`config.mk`:
```
export PLATFORM = sky130hd
export DESIGN_NAME = sexpr_token_splitter_flat
export DESIGN_NICKNAME = d
export VERILOG_FILES = /design/src/stt_pkg.sv /design/src/stt_in_if.sv /design/src/stt_out_if.sv /design/src/stt_step.sv /design/src/sexpr_token_splitter.sv /design/src/flat_wrapper.sv
export SDC_FILE = /design/constraint.sdc
export NUM_CORES = 1
export LEC_CHECK = 0
export ABC_CLOCK_PERIOD_IN_PS = 3650
export BUFFER_PORTS_ARGS = -buffer_cell sky130_fd_sc_hd__buf_4
export CAP_MARGIN = 20
export CORE_MARGIN = 3
export CORE_UTILIZATION = 46
export CTS_BUF_LIST = sky130_fd_sc_hd__clkbuf_16
export DETAILED_ROUTE_END_ITERATION = 12
export PLACE_DENSITY = 0.69
export SLEW_MARGIN = 25
export SYNTH_ARGS = -nofsm -noshare
export SYNTH_HDL_FRONTEND = slang
export SYNTH_SLANG_ARGS = --single-unit
```
`constraint.sdc`:
```
create_clock -name clk -period 3.65 [get_ports clk]
set_clock_uncertainty 0.15 [all_clocks]
set_input_delay 1.095 -clock clk [delete_from_list [all_inputs] [get_ports clk]]
set_output_delay 1.095 -clock clk [all_outputs]
set_load 0.05 [all_outputs]
```
`src/stt_pkg.sv`:
```
`default_nettype none
// ----------------------------------------------------------------------------
// stt_pkg: shared types and constants of the S-expression token splitter
// Holds the character codes, token kind codes, depth limit and the structs
// that carry lexer state and per-byte results between modules.
// ----------------------------------------------------------------------------
package stt_pkg;

  // Widths of the item fields.
  localparam int BYTE_W  = 8;
  localparam int KIND_W  = 2;
  localparam int DEPTH_W = 8;

  // Depth saturation limit, clamped to what the depth field can hold.
  localparam int MAX_DEPTH = 255;
  localparam int DEPTH_MAX_VAL = (1 << DEPTH_W) - 1;
  localparam logic [DEPTH_W-1:0] DEPTH_LIMIT =
    DEPTH_W'((MAX_DEPTH > DEPTH_MAX_VAL) ? DEPTH_MAX_VAL : MAX_DEPTH);

  // Character codes.
  localparam logic [BYTE_W-1:0] CH_HASH   = 8'h23;
  localparam logic [BYTE_W-1:0] CH_BSLASH = 8'h5C;
  localparam logic [BYTE_W-1:0] CH_QUOTE  = 8'h22;
  localparam logic [BYTE_W-1:0] CH_LPAREN = 8'h28;
  localparam logic [BYTE_W-1:0] CH_RPAREN = 8'h29;
  localparam logic [BYTE_W-1:0] CH_SPACE  = 8'h20;
  localparam logic [BYTE_W-1:0] CH_TAB    = 8'h09;
  localparam logic [BYTE_W-1:0] CH_NL     = 8'h0A;

  // Token kind codes.
  localparam logic [KIND_W-1:0] KIND_ATOM   = 2'd0;
  localparam logic [KIND_W-1:0] KIND_PAREN  = 2'd1;
  localparam logic [KIND_W-1:0] KIND_STRING = 2'd2;

  // Lexer state carried from one byte to the next.
  typedef struct packed {
    logic               string_open;
    logic               token_open;
    logic [BYTE_W-1:0]  previous_byte;
    logic [BYTE_W-1:0]  byte_before_previous;
    logic [DEPTH_W-1:0] depth_count;
    logic               underflow_seen;
  } stt_state_t;

  // Result of one byte.
  typedef struct packed {
    logic [BYTE_W-1:0]  out_byte;
    logic               keep;
    logic               token_start;
    logic [KIND_W-1:0]  token_kind;
    logic               inside_string;
    logic [DEPTH_W-1:0] nesting_depth;
    logic               underflow_error;
  } stt_result_t;

endpackage
`default_nettype wire

```
`src/stt_in_if.sv`:
```
`default_nettype none
// ----------------------------------------------------------------------------
// stt_in_if: source byte channel
// Valid/ready channel that carries one source byte per item.
// ----------------------------------------------------------------------------
interface stt_in_if;
  logic                      valid;
  logic                      ready;
  logic [stt_pkg::BYTE_W-1:0] source_byte;

  modport source (output valid, output source_byte, input ready);
  modport sink   (input valid, input source_byte, output ready);
endinterface
`default_nettype wire

```
`src/stt_out_if.sv`:
```
`default_nettype none
// ----------------------------------------------------------------------------
// stt_out_if: lexer result channel
// Valid/ready channel that carries the classification of one byte per item.
// ----------------------------------------------------------------------------
interface stt_out_if;
  logic                        valid;
  logic                        ready;
  logic [stt_pkg::BYTE_W-1:0]  out_byte;
  logic                        keep;
  logic                        token_start;
  logic [stt_pkg::KIND_W-1:0]  token_kind;
  logic                        inside_string;
  logic [stt_pkg::DEPTH_W-1:0] nesting_depth;
  logic                        underflow_error;

  modport source (output valid, output out_byte, output keep, output token_start,
                  output token_kind, output inside_string, output nesting_depth,
                  output underflow_error, input ready);
  modport sink   (input valid, input out_byte, input keep, input token_start,
                  input token_kind, input inside_string, input nesting_depth,
                  input underflow_error, output ready);
endinterface
`default_nettype wire

```
`src/stt_step.sv`:
```
`default_nettype none
// ----------------------------------------------------------------------------
// stt_step: one lexer step
// Classifies one byte against the current lexer state and gives the next
// state together with the result of that byte. Purely combinational.
// ----------------------------------------------------------------------------
module stt_step (
  input  wire logic [stt_pkg::BYTE_W-1:0] cur_byte,
  input  wire stt_pkg::stt_state_t        state,
  output stt_pkg::stt_state_t             state_next,
  output stt_pkg::stt_result_t            result
);
  import stt_pkg::*;

  logic              escaped;
  logic              keep;
  logic              start;
  logic [KIND_W-1:0] kind;

  // A byte that follows '#' then a backslash is always plain token content.
  assign escaped = (state.byte_before_previous == CH_HASH) &&
                   (state.previous_byte == CH_BSLASH);

  // Token classification and state update.
  always_comb begin
    state_next = state;
    keep       = 1'b1;
    start      = 1'b0;
    kind       = KIND_ATOM;

    if (state.string_open) begin
      // Inside a string everything is kept; an unescaped quote closes it.
      kind = KIND_STRING;
      if ((cur_byte == CH_QUOTE) && !escaped) begin
        state_next.string_open = 1'b0;
        state_next.token_open  = 1'b0;
      end
    end else if (escaped) begin
      start                 = !state.token_open;
      state_next.token_open = 1'b1;
    end else if (cur_byte inside {CH_SPACE, CH_TAB, CH_NL}) begin
      // Separators are dropped and end any open atom.
      keep                  = 1'b0;
      state_next.token_open = 1'b0;
    end else if (cur_byte == CH_LPAREN) begin
      start                 = 1'b1;
      kind                  = KIND_PAREN;
      state_next.token_open = 1'b0;
      if (state.depth_count < DEPTH_LIMIT) begin
        state_next.depth_count = state.depth_count + DEPTH_W'(1);
      end
    end else if (cur_byte == CH_RPAREN) begin
      start                 = 1'b1;
      kind                  = KIND_PAREN;
      state_next.token_open = 1'b0;
      if (state.depth_count == '0) begin
        state_next.underflow_seen = 1'b1;
      end else begin
        state_next.depth_count = state.depth_count - DEPTH_W'(1);
      end
    end else if (cur_byte == CH_QUOTE) begin
      // A quote ends any atom and opens a new string token.
      start                  = 1'b1;
      kind                   = KIND_STRING;
      state_next.string_open = 1'b1;
      state_next.token_open  = 1'b1;
    end else begin
      start                 = !state.token_open;
      state_next.token_open = 1'b1;
    end

    // The lookback sees every byte of the stream, dropped ones too.
    state_next.byte_before_previous = state.previous_byte;
    state_next.previous_byte        = cur_byte;
  end

  // Result fields report the state after this byte.
  always_comb begin
    result.out_byte        = cur_byte;
    result.keep            = keep;
    result.token_start     = start;
    result.token_kind      = kind;
    result.inside_string   = state_next.string_open;
    result.nesting_depth   = state_next.depth_count;
    result.underflow_error = state_next.underflow_seen;
  end

endmodule
`default_nettype wire

```
`src/sexpr_token_splitter.sv`:
```
`default_nettype none
// ----------------------------------------------------------------------------
// sexpr_token_splitter: byte-serial S-expression lexer
// Splits a source byte stream into tokens, one result item per byte, and
// tracks string state, parenthesis depth and a sticky underflow flag.
// ----------------------------------------------------------------------------
//
//   Channel  Direction  Payload
//   -------  ---------  ------------------------------------------------------
//   source   in         source_byte
//   result   out        out_byte, keep, token_start, token_kind,
//                       inside_string, nesting_depth, underflow_error
//
// One item per cycle sustained while result.ready holds; a result item passes
// through the input register, then the result register, before it is offered.
// The lexer state is updated in the same cycle as the result register is
// loaded, so the state loop sets the rate. Synchronous reset clears the valid
// flags and the lexer state. A stalled result holds the result register and,
// once the input register is also full, deasserts source.ready.
module sexpr_token_splitter (
  input wire logic clk,
  input wire logic rst,
  stt_in_if.sink   source,
  stt_out_if.source result
);
  import stt_pkg::*;

  logic              in_valid;
  logic [BYTE_W-1:0] in_byte;
  logic              out_valid;
  stt_result_t       out_data;
  stt_state_t        state;
  stt_state_t        state_next;
  stt_result_t       step_result;
  logic              advance;

  // The input register moves on when the result register is free or drained.
  assign advance      = in_valid && (!out_valid || result.ready);
  assign source.ready = !in_valid || advance;

  // Input register.
  always_ff @(posedge clk) begin
    if (rst) begin
      in_valid <= 1'b0;
    end else if (source.ready) begin
      in_valid <= source.valid;
    end
    if (source.ready && source.valid) begin
      in_byte <= source.source_byte;
    end
  end

  stt_step u_step (
    .cur_byte   (in_byte),
    .state      (state),
    .state_next (state_next),
    .result     (step_result)
  );

  // Lexer state, updated once per byte that moves into the result register.
  always_ff @(posedge clk) begin
    if (rst) begin
      state <= '0;
    end else if (advance) begin
      state <= state_next;
    end
  end

  // Result register.
  always_ff @(posedge clk) begin
    if (rst) begin
      out_valid <= 1'b0;
    end else if (advance) begin
      out_valid <= 1'b1;
    end else if (result.ready) begin
      out_valid <= 1'b0;
    end
    if (advance) begin
      out_data <= step_result;
    end
  end

  assign result.valid           = out_valid;
  assign result.out_byte        = out_data.out_byte;
  assign result.keep            = out_data.keep;
  assign result.token_start     = out_data.token_start;
  assign result.token_kind      = out_data.token_kind;
  assign result.inside_string   = out_data.inside_string;
  assign result.nesting_depth   = out_data.nesting_depth;
  assign result.underflow_error = out_data.underflow_error;

endmodule
`default_nettype wire
```
`src/flat_wrapper.sv`:
```
// flat-port wrapper written by rule: the top's interface ports become plain ports
module sexpr_token_splitter_flat import stt_pkg::*;
  (clk, rst, source_valid, source_source_byte, source_ready, result_valid, result_out_byte, result_keep, result_token_start, result_token_kind, result_inside_string, result_nesting_depth, result_underflow_error, result_ready);
  stt_in_if source_i ();
  stt_out_if result_i ();
  input wire logic clk;
  input wire logic rst;
  input wire logic [$bits(source_i.valid)-1:0] source_valid;
  input wire logic [$bits(source_i.source_byte)-1:0] source_source_byte;
  output wire logic [$bits(source_i.ready)-1:0] source_ready;
  output wire logic [$bits(result_i.valid)-1:0] result_valid;
  output wire logic [$bits(result_i.out_byte)-1:0] result_out_byte;
  output wire logic [$bits(result_i.keep)-1:0] result_keep;
  output wire logic [$bits(result_i.token_start)-1:0] result_token_start;
  output wire logic [$bits(result_i.token_kind)-1:0] result_token_kind;
  output wire logic [$bits(result_i.inside_string)-1:0] result_inside_string;
  output wire logic [$bits(result_i.nesting_depth)-1:0] result_nesting_depth;
  output wire logic [$bits(result_i.underflow_error)-1:0] result_underflow_error;
  input wire logic [$bits(result_i.ready)-1:0] result_ready;
  assign source_i.valid = source_valid;
  assign source_i.source_byte = source_source_byte;
  assign source_ready = source_i.ready;
  assign result_valid = result_i.valid;
  assign result_out_byte = result_i.out_byte;
  assign result_keep = result_i.keep;
  assign result_token_start = result_i.token_start;
  assign result_token_kind = result_i.token_kind;
  assign result_inside_string = result_i.inside_string;
  assign result_nesting_depth = result_i.nesting_depth;
  assign result_underflow_error = result_i.underflow_error;
  assign result_i.ready = result_ready;
  sexpr_token_splitter u_core (.clk(clk), .rst(rst), .source(source_i), .result(result_i));
endmodule
```
==> metrics, run 1 <==
routed len/inst=between 15 and 20 um; first-pass iteration count of the detailed router=5; placed insts=between 300 and 400; Final Wtd Congestion=approximately 0.9; Via density=5.75; most frequent cells in the layout=43 x nand2_1, 37 x buf_4, 30 x edfxtp_1; vias in the first global route=~2200; CP Launch Type=input port; Starting Density=0.495; crit-path cells=buf_4 -> nor2b_1 -> nand2_1 -> buf_4; DP HPWL=3.94 mm; post-CTS sizing=0; Sequential Power Share=0.403; Pins Over Slew Limit=0; Layout Cells excl Fill=roughly 390; maxcap violations=0; die width=around 85 um; Power Dens Cells=between 500 and 600 nW/um2; DIE HEIGHT=around 85 um; critical-path maximum fanout=4; worst endpoint data arrival time=around 1.7 ns; Port Buffers=35; io pins=36; Clock Latency Late Sink=0.33 ns; Post-CTS Setup Inserts=0; Comb pwr share=0.084; Distinct cells, synth=63; number of DRC markers in iteration 0=between 200 and 250; Critical Path RT=about 2.4 ns; NumNets Final=between 300 and 400; total clock sinks=59; first-pass GRT wire length=between 10 and 15 mm; HP Class=reg -> reg; Crit. End Element=primary output; H-tree levels=3; WS Path Type=in -> out; drt total wl=~6.3 mm; post-synthesis sequential area ratio=0.521; Slew Limit Headroom=0.498; Leakage=~1.2 nW; area grow syn2layout=21.2%; CTS tree=done; Detail Route Antenna Nets=0; vias=about 2300; cell-internal power=1.44 mW; unrepaired setup endpoints after global routing=false; Row Count=27; Total Routing Usage GR=0.188; status=finished clean; final hold violation count=0; Die ar.=roughly 7200 um2; met1 GRT Util=0.271; Post-route DRC=0; initial antenna violation count=0; count of final setup violators=0; Placeable Area=~5700 um2; GR Util met3=0.0500; GR peak layer=met2; met2 GRT Util=0.272; share of post-route cells with drive strength above 1=0.194; post-synth top area share=0.317; Peak VDD IR=about 0.00034 V; Slew @ Worst Pin=between 0.7 and 0.8 ns; Net Switching=between 400 and 500 uW; most common cell after layout, fill and taps aside=nand2_1; post-synthesis register bit count=59; Ys Warns=0; Place WS=around 0.69 ns; Post-Layout Inst Area=3440 um2; most used cell, CP=buf_4; Avg Synthesized Cell Area=around 9.8 um2; hold buffers post-CTS=0; Congestion Overflow GR=0; minimum clock period=between 2 and 3 ns; Num CTS Buffers=9; filler instances=roughly 490; peak per-stage delay on the critical path=about 0.21 ns; synth top area cells=edfxtp_1 32%, dfxtp_1 20%, nand2_1 5.7%; Post-synth EDFFs=30; Worst Slack Setup Final=0.697 ns; syn_nets=slightly above 300; Mapped Area=roughly 2800 um2; CTS root buffer=clkbuf_16; setup TNS=0 ns; Slowest-stage cell, CP=nor2b_1; ys flop type=edfxtp_1; Async SR Flop Fraction=0; Max Clock Freq=between 300 and 400 MHz; Clock power frac=0.513; pin count of the biggest net entering global routing=33; Mapped Cells=between 200 and 300; antenna cells=0; final period utilization=0.809; maximum clock path buffer count=2; Worst-path clk slew=0.05 ns; largest area contributor in the netlist=edfxtp_1; Net Sw Frac=0.228; Placed Area=3100 um2
-- layer usage --
layer	routed length, um	share of wire
met5	0	0
met2	2820	0.45
met1	3050	0.48
met4	96	0.015
met3	349	0.055
-- critical path: cells and delay by family --
kind | cells | cell delay [ns]
buffers and inverters | 2 | 0.31
and+or+nand+nor | 2 | 0.31
-- area by class of cell --
| cell class | instances | area (um2) | area share |
|---|---|---|---|
| inverter | 9 | 33.8 | 0.00981 |
| sequential | 59 | 1480 | 0.430 |
| timing repair buffer | 38 | 298 | 0.0865 |
| tap | 72 | 90.1 | 0.0262 |
| clock buffer | 9 | 225 | 0.0654 |
| clock inverter | 7 | 115 | 0.0334 |
| multi-input combinational | 197 | 1200 | 0.349 |
-- sequential cells by signal, summed over array words and instances, names as in the netlist --
name / count
u_core.state: 27
u_core.in_byte: 8
u_core.result.nesting_depth: 8
u_core.result.out_byte: 8
u_core.result.token_kind: 2
u_core.in_valid: 1
u_core.result.inside_string: 1
u_core.result.keep: 1
u_core.result.token_start: 1
u_core.result.underflow_error: 1
u_core.result.valid: 1
-- logic make-up (layout without fill, tap and decap cells) --
kind of cell | count (synthesis) | after routing | synth area share
mux | 1 | 1 | 0.00352
xor+xnor | 3 | 3 | 0.00925
fa+ha+maj | 2 | 2 | 0.00881
compound gates | 73 | 73 | 0.170
buf+inv | 35 | 63 | 0.0559
simple gates | 118 | 118 | 0.231
flops | 59 | 59 | 0.521
-- cell usage after synthesis, types with 3 or more instances --
library cell	count
nor4bb_1	3
edfxtp_1	30
a31oi_1	3
nor3_1	11
dfxtp_1	29
clkbuf_1	22
xnor2_1	3
o31ai_1	3
o21ai_1	4
or3_1	3
a21oi_1	28
o21ai_0	7
nand4_1	3
nand2b_1	4
inv_1	8
nor2_1	19
nor4b_1	3
nand2_1	43
a211oi_1	4
nand3_1	7
-- path summary, 6_finish.rpt --
kind,start,end,slack [ns],depth (start not counted)
setup / recovery,result_ready,source_ready,0.70,4
hold / removal,u_core.state[12]$_SDFFE_PP0P_,u_core.state[12]$_SDFFE_PP0P_,0.31,2
setup reg to reg,u_core.in_byte[0]$_DFFE_PP_,u_core.state[4]$_SDFFE_PP0P_,0.87,5
hold reg to reg,u_core.state[12]$_SDFFE_PP0P_,u_core.state[12]$_SDFFE_PP0P_,0.31,2
-- metrics by stage --
| stage | utilization | hold slack, ns | power, mW |
|---|---|---|---|
| CTS | 0.600 | 0.309 | 1.88 |
| global route | 0.600 | 0.332 | 1.93 |
| detailed placement | 0.541 | 0.301 | 0.922 |
| floorplan | - | 0.281 | 0.873 |
| global placement | 0.541 | 0.289 | 0.920 |
| finish | 0.600 | 0.308 | 1.87 |
-- power groups by stage --
stage                     combinational [mW]  clock, mW  sequential, mW
after floorplan                       0.0834          0           0.789
after global placement                 0.154          0           0.766
after detailed placement               0.155          0           0.767
after CTS                              0.157      0.965           0.754
after global routing                   0.169       1.00           0.758
final                                  0.157      0.960           0.754
No activity file was read; power rests on OpenSTA's default activity.
==> inputs of run 2 (changes only) <==
Settings changed: ABC_CLOCK_PERIOD_IN_PS 3650 to 2780.
Clock period 3.65 ns to 2.78 ns, I/O delays scaled along.
==> run 2 against run 1 <==
  * Routed wire length up 0.97%
  * Via count up 1.6%
  * First-iteration DRC count down 19%
  * Clock-buffer cell count up 2
  * Combinational power up 36%
  * Sequential share of layout area down 0.094 points
  * Global-route usage down 0.12 points
  * Setup slack worse by 0.47 ns
  * Non-clock buffer count up 8
  * Critical path depth up 2
  * Register-to-register slack worse by 0.65 ns
==> metrics, run 2 (same netlist as run 1, synthesis figures left out) <==
Post-Layout Inst Area=3450 um2 (+0.22%); Placed Area=3150 um2 (+1.5%); Critical Path RT=2.70 ns (+0.30 ns); Leakage=1.24 nW (+2.1%); met1 GRT Util=0.258 (-0.0128); antenna cells=0 (unchanged); total clock sinks=59 (unchanged); filler instances=499 (+2.0%); routed len/inst=16.0 um (-1.1%); minimum clock period=roughly 2.6 ns; drt total wl=6.38 mm (+0.97%); Max Clock Freq=391 MHz; H-tree levels=3 (unchanged); Port Buffers=35 (unchanged); first-pass GRT wire length=10.7 mm (-0.70%); Num CTS Buffers=9 (unchanged); initial antenna violation count=0 (unchanged); HP Class=reg -> reg; GR peak layer=met2; number of DRC markers in iteration 0=182 (-19%); critical-path maximum fanout=7 (+3); Peak VDD IR=0.000397 V (+16%); WS Path Type=reg -> reg; Slew @ Worst Pin=0.664 ns (-0.0892 ns); maxcap violations=0 (unchanged); status=finished clean; DP HPWL=4.25 mm (+8.0%); area grow syn2layout=21.5%; Total Routing Usage GR=0.187 (-0.00119); Clock Latency Late Sink=0.32 ns (about the same); Detail Route Antenna Nets=0 (unchanged); max FFs per register=27 (unchanged); final period utilization=0.920; unrepaired setup endpoints after global routing=false; Row Count=27 (unchanged); CP Launch Type=flop; die width=84.6 um (unchanged); first-pass iteration count of the detailed router=4 (-1); Die ar.=7160 um2 (unchanged); Post-route DRC=0 (unchanged); post-CTS sizing=0 (unchanged); most common cell after layout, fill and taps aside=buf_4; Post-CTS Setup Inserts=0 (unchanged); Placeable Area=5740 um2 (unchanged); Power Dens Cells=658 nW/um2 (+21%); pin count of the biggest net entering global routing=31 (-6.1%); vias=2286 (+1.6%); share of post-route cells with drive strength above 1=0.208 (+0.0136); peak per-stage delay on the critical path=0.59 ns (+0.38 ns); Crit. End Element=flop; Slowest-stage cell, CP=o311ai_0; hold_ws=0.302 ns (-0.00540 ns); Worst-path clk slew=0.05 ns (about the same); NumNets Final=336 (+2.4%); final hold violation count=0 (unchanged); met2 GRT Util=0.274 (+0.00214); Slew Limit Headroom=0.554 (+0.0560); CTS tree=done; Pins Over Slew Limit=0 (unchanged); hold buffers post-CTS=0 (unchanged); crit-path cells=inv_1 -> ha_1 -> or4b_1 -> o311ai_0 -> nor2_1 -> xnor2_1; worst endpoint data arrival time=2.48 ns (+0.77 ns); vias in the first global route=2135 (-1.7%); count of final setup violators=0 (unchanged); Starting Density=0.495 (unchanged); io pins=36 (unchanged); Top reg by flops=u_core.state; Final Wtd Congestion=0.985 (+9.2%); Via density=5.73 (-0.44%); CTS root buffer=clkbuf_16; DIE HEIGHT=84.6 um (unchanged); setup TNS=0 ns (unchanged); maximum clock path buffer count=2 (unchanged); most frequent cells in the layout=46 x buf_4, 43 x nand2_1, 30 x edfxtp_1; GR Util met3=0.0540 (+0.00393); Congestion Overflow GR=0 (unchanged)
-- run 2: changes by cell type in the layout (fill, tap and decap cells not counted), sizes merged --
cell      previous run  this run
buf                 38        46
bufinv               3         0
clkbuf               9        11
clkinv               3         5
clkinvlp             1         0
-- run 2: path summary, 6_finish.rpt --
path / startpoint / end / slack [ns] / cells past startpoint
setup / recovery: u_core.state[1]$_SDFFE_PP0P_ / u_core.result.nesting_depth[0]$_DFFE_PP_ / 0.22 / 6
hold / removal: u_core.state[11]$_SDFFE_PP0P_ / u_core.state[11]$_SDFFE_PP0P_ / 0.30 / 2
setup reg to reg: u_core.state[1]$_SDFFE_PP0P_ / u_core.result.nesting_depth[0]$_DFFE_PP_ / 0.22 / 6
hold reg to reg: u_core.state[11]$_SDFFE_PP0P_ / u_core.state[11]$_SDFFE_PP0P_ / 0.30 / 2
-- run 2: worst max-delay path: cells and delay by family (launching register included) --
family,cells,cell delay (ns)
AOI/OAI and AO/OA,1,0.59
xor gates and xnor gates,1,0.15
and+or+nand+nor,2,0.67
DFF,1,0.36
buffers and inverters,1,0.13
adders and majority gates,1,0.26
-- run 2: area by class of cell --
type,count,area (um2),share of cell area
clock buffer,11,275,0.0797
clock inverter,5,25.0,0.00725
inverter,9,33.8,0.00979
multi-input combinational,197,1200,0.348
sequential,59,1480,0.429
tap,72,90.1,0.0261
timing repair buffer,46,345,0.100
-- run 2: power by group --
group	internal, mW	total [mW]	leakage (nW)	switching, mW
clock network	0.701	1.07	0.152	0.373
logic	0.0735	0.213	0.568	0.140
registers	0.954	0.984	0.521	0.0300
total	1.73	2.27	1.24	0.542
-- run 2: metal layers --
layer	vias up	share of wire
met5	-	0
met4	0	0.015
met3	11	0.064
met2	78	0.45
met1	1066	0.47
li1	1131	-
-- run 2: stage by stage --
stage	setup WS [ns]	cells	total power [mW]	utilization
floorplan	0.192	291	1.15	-
global placement	0.383	383	1.21	0.549
detailed placement	0.234	383	1.21	0.549
CTS	0.234	399	2.29	0.601
global route	0.0446	399	2.36	0.601
finish	0.223	399	2.27	0.601
==> inputs of run 3 (changes only) <==
Settings changed: GPL_TIMING_DRIVEN from default to 0.
==> run 3 against run 2 <==
  * Total power fell by 1.6%
  * Register-to-register slack barely moved
  * Worst hold slack got worse by 0.0012 ns
  * Critical path depth rose by 2
  * Core utilization rose by 1.1 points
  * Sequential share of layout area fell by 0.76 points
  * Sequential cell count did not move
  * Cell area rose by 1.8%
  * Combinational power rose by 9.9%
  * Via count rose by 4.2%
==> metrics, run 3 (same netlist as run 1, synthesis figures left out) <==
status=finished clean; die width=84.6 um (unchanged); area grow syn2layout=23.7%; CP startpoint=u_core.state[2]$_SDFFE_PP0P_; Port Buffers=35 (unchanged); DP HPWL=4.76 mm (+12%); Total Routing Usage GR=0.201 (+0.0142); Row Count=27 (unchanged); Clock Latency Late Sink=0.33 ns (about the same); initial antenna violation count=0 (unchanged); HP Class=reg -> reg; maxcap violations=0 (unchanged); Via density=5.74 (+0.14%); Die ar.=7160 um2 (unchanged); R2R Setup Slk=0.23 ns (about the same); Power Dens Cells=635 nW/um2 (-3.4%); Leakage=1.25 nW (+0.37%); maximum clock path buffer count=2 (unchanged); total clock sinks=59 (unchanged); Post-route DRC=0 (unchanged); vias=2381 (+4.2%); Detail Route Antenna Nets=0 (unchanged); peak per-stage delay on the critical path=0.55 ns (-0.04 ns); max FFs per register=27 (unchanged); routed len/inst=16.5 um (+3.5%); Num CTS Buffers=9 (unchanged); Slew Limit Headroom=0.497 (-0.0566); unrepaired setup endpoints after global routing=false; pin count of the biggest net entering global routing=23 (-26%); crit-path cells=clkbuf_1 -> inv_1 -> ha_1 -> or4b_4 -> or4_1 -> o21ai_0 -> a21oi_1 -> nor3_2; Worst-path clk slew=0.05 ns (about the same); post-layout power=2.23 mW (-1.6%); Net Switching=554 uW (+2.1%); NumNets Final=352 (+4.8%); crit path to=u_core.result.nesting_depth[6]$_DFFE_PP_; CTS tree=done; io pins=36 (unchanged); critical-path maximum fanout=9 (+2); Pins Over Slew Limit=0 (unchanged); Slowest-stage cell, CP=or4b_4; Net Sw Frac=0.248 (+0.00919); vias in the first global route=2237 (+4.8%); Congestion Overflow GR=0 (unchanged); Layout Cells excl Fill=415 (+4.0%); first-pass iteration count of the detailed router=5 (+1); Final Wtd Congestion=0.904 (-8.2%); first-pass GRT wire length=11.4 mm (+6.8%); cell-internal power=1.68 mW (-2.8%); Max Clock Freq=393 MHz (+0.42%); most common cell after layout, fill and taps aside=nand2_1; worst reg2reg endpoint=u_core.result.nesting_depth[6]$_DFFE_PP_; CP Launch Type=flop; WS Path Type=reg -> reg; Post-CTS Setup Inserts=0 (unchanged); Crit. End Element=flop; Placeable Area=5740 um2 (unchanged); Clock power frac=0.457 (-0.016); Starting Density=0.495 (unchanged); share of post-route cells with drive strength above 1=0.190 (-0.0184); Sequential Power Share=0.438 (+0.005); Critical Path RT=2.81 ns (+0.11 ns); H-tree levels=3 (unchanged); most frequent cells in the layout=43 x nand2_1, 35 x buf_4, 30 x edfxtp_1; final hold violation count=0 (unchanged); placed insts=399 (+4.2%); antenna cells=0 (unchanged); number of DRC markers in iteration 0=215 (+18%); minimum clock period=2.55 ns (-0.0106 ns); final period utilization=0.916 (-0.00383); drt total wl=6.86 mm (+7.6%); DIE HEIGHT=84.6 um (unchanged); Comb pwr share=0.105 (+0.011); CTS root buffer=clkbuf_16; worst endpoint data arrival time=2.57 ns (+0.09 ns); reg2reg start=u_core.state[2]$_SDFFE_PP0P_; count of final setup violators=0 (unchanged); worst reg2reg path depth=8 (+2); Top reg by flops=u_core.state; Slew @ Worst Pin=0.749 ns (+0.0843 ns); Peak VDD IR=0.000408 V (+2.6%)
-- run 3: metrics by stage --
step	TNS [ns]	hold WS [ns]	setup WS, ns	instance area, um2	utilization
after global routing	0	0.322	0.0707	3510	0.612
final	0	0.301	0.233	3510	0.612
after detailed placement	0	0.297	0.0866	3220	0.561
after global placement	-12.89	0.292	-0.434	3190	0.556
after CTS	0	0.304	0.0309	3500	0.610
after floorplan	0	0.281	0.192	2840	-
-- run 3: area by class of cell --
class                   instances  area [um2]
multi-input cells             197        1210
clock buffers                  10         250
well taps                      72        90.1
flip-flops and latches         59        1480
repair buffers                 36         290
inverters                       9        33.8
clock inverters                 6        30.0
plain buffers                  26         126
fillers                       527        2230
-- run 3: routing by layer --
| metal | global-route usage | vias up | share of wire |
|---|---|---|---|
| li1 | - | 1161 | - |
| met1 | 0.288 | 1113 | 0.47 |
| met2 | 0.295 | 96 | 0.44 |
| met3 | 0.0491 | 11 | 0.067 |
| met4 | 0.0748 | 0 | 0.017 |
| met5 | 0 | - | 0 |
-- run 3: critical path: cells and delay by family, from the launching register on --
kind	cells	cell delay, ns
AOI/OAI and AO/OA	2	0.20
adders and majority gates	1	0.26
buffers and inverters	2	0.32
DFF	1	0.31
and+or+nand+nor	3	1.14
-- run 3: worst min path at each step --
stage,startpoint,end,slack (ns),cells after the start
floorplan,u_core.state[15]$_SDFFE_PP0P_,u_core.state[15]$_SDFFE_PP0P_,0.28,2
global placement,u_core.state[16]$_SDFFE_PP0P_,u_core.state[16]$_SDFFE_PP0P_,0.29,2
detailed placement,u_core.state[16]$_SDFFE_PP0P_,u_core.state[16]$_SDFFE_PP0P_,0.30,2
CTS,u_core.state[14]$_SDFFE_PP0P_,u_core.state[14]$_SDFFE_PP0P_,0.30,2
global route,u_core.state[16]$_SDFFE_PP0P_,u_core.state[16]$_SDFFE_PP0P_,0.32,2
finish,u_core.state[14]$_SDFFE_PP0P_,u_core.state[14]$_SDFFE_PP0P_,0.30,2
-- run 3: timing repair --
item                       in CTS  in global routing
setup endpoints to repair       0                  8
resized for setup               0                  4
hold buffers                    0                  0
-- run 3: power groups by stage --
stage | registers, mW | logic (mW) | clock network [mW]
2_1_floorplan | 1.04 | 0.110 | 0
3_3_place_gp | 0.994 | 0.222 | 0
3_5_place_dp | 0.995 | 0.228 | 0
4_1_cts | 0.978 | 0.230 | 1.04
5_1_grt | 0.982 | 0.254 | 1.08
6_report | 0.979 | 0.234 | 1.02
